File: config.mk
export PLATFORM = sky130hd
export DESIGN_NAME = skvt_ram
export DESIGN_NICKNAME = d
export VERILOG_FILES = /design/src/sv/skvt_pkg.sv /design/src/sv/skvt_ram.sv
export SDC_FILE = /design/constraint.sdc
export NUM_CORES = 2
export LEC_CHECK = 0
export BUFFER_PORTS_ARGS = -buffer_cell sky130_fd_sc_hd__buf_2
export CORE_MARGIN = 4
export CORE_UTILIZATION = 55
export CTS_BUF_LIST = sky130_fd_sc_hd__clkbuf_8
export DETAILED_ROUTE_END_ITERATION = 12
export GPL_TIMING_DRIVEN = 0
export PLACE_DENSITY_LB_ADDON = 0.25
export REMOVE_ABC_BUFFERS = 1
export SYNTH_ARGS = -nofsm -noshare
export SYNTH_HDL_FRONTEND = slang
export SYNTH_SLANG_ARGS = --single-unit
File: constraint.sdc
create_clock -name aclk -period 6.6 [get_ports aclk]
set_input_delay 0.33 -clock aclk [delete_from_list [all_inputs] [get_ports aclk]]
set_output_delay 0.33 -clock aclk [all_outputs]
set_load 0.1 [all_outputs]
File: src/sv/skvt_pkg.sv
// ----------------------------------------------------------------------------
// skvt_pkg
// Shared constants, codes and types for the sorted key/value table.
// ----------------------------------------------------------------------------
package skvt_pkg;

    // table geometry
    localparam int DEPTH    = 64;
    localparam int ADDR_W   = $clog2(DEPTH);
    localparam int CNT_W    = $clog2(DEPTH + 1);
    localparam int KEY_W    = 32;
    localparam int VAL_W    = 32;
    localparam int ECOUNT_W = 7;

    // operation codes
    localparam logic [1:0] MODE_LOOKUP = 2'd0;
    localparam logic [1:0] MODE_SET    = 2'd1;
    localparam logic [1:0] MODE_REMOVE = 2'd2;

    // one stored entry
    typedef struct packed {
        logic [KEY_W-1:0] key;
        logic [VAL_W-1:0] value;
    } entry_t;

    // request from the sequencer to the memory
    typedef struct packed {
        logic              rd_en;
        logic [ADDR_W-1:0] rd_addr;
        logic              wr_en;
        logic [ADDR_W-1:0] wr_addr;
        entry_t            wr_data;
    } mem_req_t;

endpackage

File: src/sv/skvt_ram.sv
// ----------------------------------------------------------------------------
// skvt_ram
// Entry store: one write port and one read port, read data registered.
// ----------------------------------------------------------------------------
module skvt_ram (
    input  logic                aclk,
    input  skvt_pkg::mem_req_t  req,
    output skvt_pkg::entry_t    rd_data
);

    skvt_pkg::entry_t mem [skvt_pkg::DEPTH];

    // write port
    always_ff @(posedge aclk) begin
        if (req.wr_en) begin
            mem[req.wr_addr] <= req.wr_data;
        end
    end

    // registered read port
    always_ff @(posedge aclk) begin
        if (req.rd_en) begin
            rd_data <= mem[req.rd_addr];
        end
    end

endmodule

==> results.yml <==
logic_synthesis:
  yosysSeqAreaShare: 0.796
  syn_avg_cell_area_um2: 23.8
  synth.area.mux_share: 0.156
  synth_xor_area_frac: 0
  netlist_instances: 6598
  synth_top_area_frac: 0.796
  synth.distinct_cells: 32
  synthTopCellsByArea: "edfxtp_1 (80%), mux4_2 (15%), mux2i_1 (0.86%), a22oi_1 (0.80%), buf_2 (0.54%)"
  synth_area_um2: 157000
  synth_top_family_by_area: "multiplexers"
  synth-seq-cells: 4160
  synth_warnings: 0
  yosys.area.top_type: "edfxtp_1"
  yosys.area_share.simple: 0.0123
  synth_compound_area_frac: 0.0247
  yosys.area_share.adder: 0
clock_tree:
  clk_latency_ns: 1.17
  cts_resized: 0
  h-tree-depth: 6
  clockBufferDepth: 4
  root_buffer: "clkbuf_8"
  cts_tree: "yes"
  postCtsSetupBuffers: 0
  clock_sinks: 4160
  ctsHoldBuffers: 72
  numCtsBuffers: 645
  clkSlewWorstSetupHoldPaths_ns: 0.06
timing:
  slew_viol_final: 0
  rsz0062_at_grt: "false"
  skew_ns: 0.0471
  min_period_ns: 3.35
  relSlewSlack: 0.0768
  hold_viol: 0
  max_slew.worst_pin.slew_ns: 1.38
  fmaxAchievable_mhz: 298
  setup_viol: 0
  whs_ns: 0.114
  final.setup.tns_ns: 0
  period_share: 0.508
global_routing:
  antenna_found_initial: 22
  grt_pass1_vias: 77000
  grtUsageTotal: 0.265
  grt_max_degree: 137
  grt_first_pass_wirelength_mm: 555
  overflow: 0
critical_path:
  cp.arrival_ns: 4.24
  cp_max_fo: 101
  slowest_stage: "mux4_2"
  cpMostUsedCell: "buf_16"
  crit_type: "input port to register"
  start_kind: "input port"
  crit_family: "buffers and inverters"
  cp-end-kind: "register"
  path_cells: "buf_12, buf_16, buf_16, buf_16, mux4_2, mux2i_1, o22ai_1, a31oi_1, a211oi_1"
  crit_buf_inv: 4
  slowest_delay_ns: 0.60
  cp.required_ns: 7.49
power:
  p_int_mw: 39.9
  ir_worst_vdd_uv: 218
  p_clk_frac: 0.378
  power.leakage_nw: 56.9
  power_frac_seq: 0.569
  pwr-share-comb: 0.053
  swShare: 0.226
  power_density_nw_per_um2: 287
  p_switching_mw: 11.7
final_layout:
  final_cell_mix: "edfxtp_1 (4160), mux4_2 (1024), clkbuf_8 (649), inv_1 (247), buf_12 (221)"
  area_growth_pct: 14.5
  final_common_cell: "edfxtp_1"
  drive_gt1_frac: 0.296
  final_area_um2: 180000
  final_nets: 7470
  n_fill_cell: 18300
place:
  placed_cell_area_um2: 168000
  io_buffers: 142
  gp_congestion: 0.710
  dp_hpwl_mm: 242
floorplan:
  die_w_um: 542
  die_h_um: 542
  start_util: 0.554
  dieArea_um2: 294000
  coreArea_um2: 283000
  io_pins: 143
  placementRows: 195
route:
  drc: 0
  viasPerCell: 6.52
  vias: 75800
  finalWirelength_mm: 389
  wl_per_cell_um: 33.5
  first_pass_iters: 6
  ant_nets: 0
  drt_iter0_drc: 10300
job:
  cap_viol_max_count: 0
worst_hold_path:
  hp-class: "input port to register"
outcome:
  status: "completed"
area by class of cell:
type	instances	area (um^2)	share of cell area
inverters	19	71.3	0.000397
flip-flops and latches	4160	125000	0.695
clock inverters	477	2560	0.0142
multi-input cells	2049	30800	0.171
clock buffers	649	8930	0.0497
well taps	3743	4680	0.0261
diodes	7	17.5	0.0000974
repair buffers	516	7790	0.0434
path summary, 6_finish.rpt:
path,start,endpoint,slack [ns],cells past startpoint
worst min register to register,mem[28][61],rd_data[61],0.97,4
worst max register to register,mem[39][51],rd_data[51],4.27,4
worst min-delay path,req[77],rd_data[33],0.11,2
worst max-delay path,req[71],rd_data[15],3.25,9
routing by layer:
layer / vias up / GRT usage / share of wire
li1: 30200 / - / -
met1: 40000 / 0.361 / 0.36
met2: 4546 / 0.428 / 0.49
met3: 940 / 0.0487 / 0.097
met4: 4 / 0.108 / 0.044
met5: - / 0 / 0.000051
worst reg2reg max path: cells and delay by family, from the launching register on:
kind | cells | cell delay [ns]
mux | 1 | 0.50
simple gates | 1 | 0.30
compound gates | 2 | 0.82
flops | 1 | 0.40
registers in the layout (all words and copies together), names as in the netlist:
name and count:
mem 4096, rd_data 64
power groups by stage:
stage | logic (mW) | clock network, mW | registers, mW
global placement | 4.09 | 0 | 29.9
global route | 2.88 | 21.1 | 29.4
CTS | 2.73 | 19.8 | 29.4
floorplan | 1.07 | 0 | 30.2
detailed placement | 2.69 | 0 | 29.9
finish | 2.72 | 19.5 | 29.4
per-stage QoR:
stage	setup WS, ns	utilization	cells	power (mW)
finish	3.25	0.635	11600	51.6
global route	2.86	0.635	11600	53.4
CTS	3.07	0.635	11600	51.9
detailed placement	1.75	0.591	10400	32.6
global placement	-39.05	0.567	10100	34.0
floorplan	0.970	-	6228	31.3
synth_stat cells:
master	n
edfxtp_1	4160
a2bb2oi_1	19
o221ai_1	38
or3b_2	1
o22ai_1	83
nand3b_1	2
a31o_1	1
nand3_1	45
and3_1	64
buf_1	20
or3_1	29
buf_4	34
nor2_1	112
nand2_1	58
a22oi_1	168
inv_1	19
a41oi_1	26
mux2i_1	135
nand2b_1	11
nand4_1	2
a211oi_1	63
nor3_1	2
and2_1	3
or2_2	28
a22o_1	88
a31oi_1	18
nand4b_1	1
buf_2	170
mux4_2	1024
nor2b_1	28
clkbuf_1	140
buf_6	6
logic make-up after synthesis:
family,count (synthesis)
AOI/OAI and AO/OA,504
muxes,1159
and+or+nand+nor,386
buffers and inverters,389
DFF,4160
(Power assumes the default switching activity.)
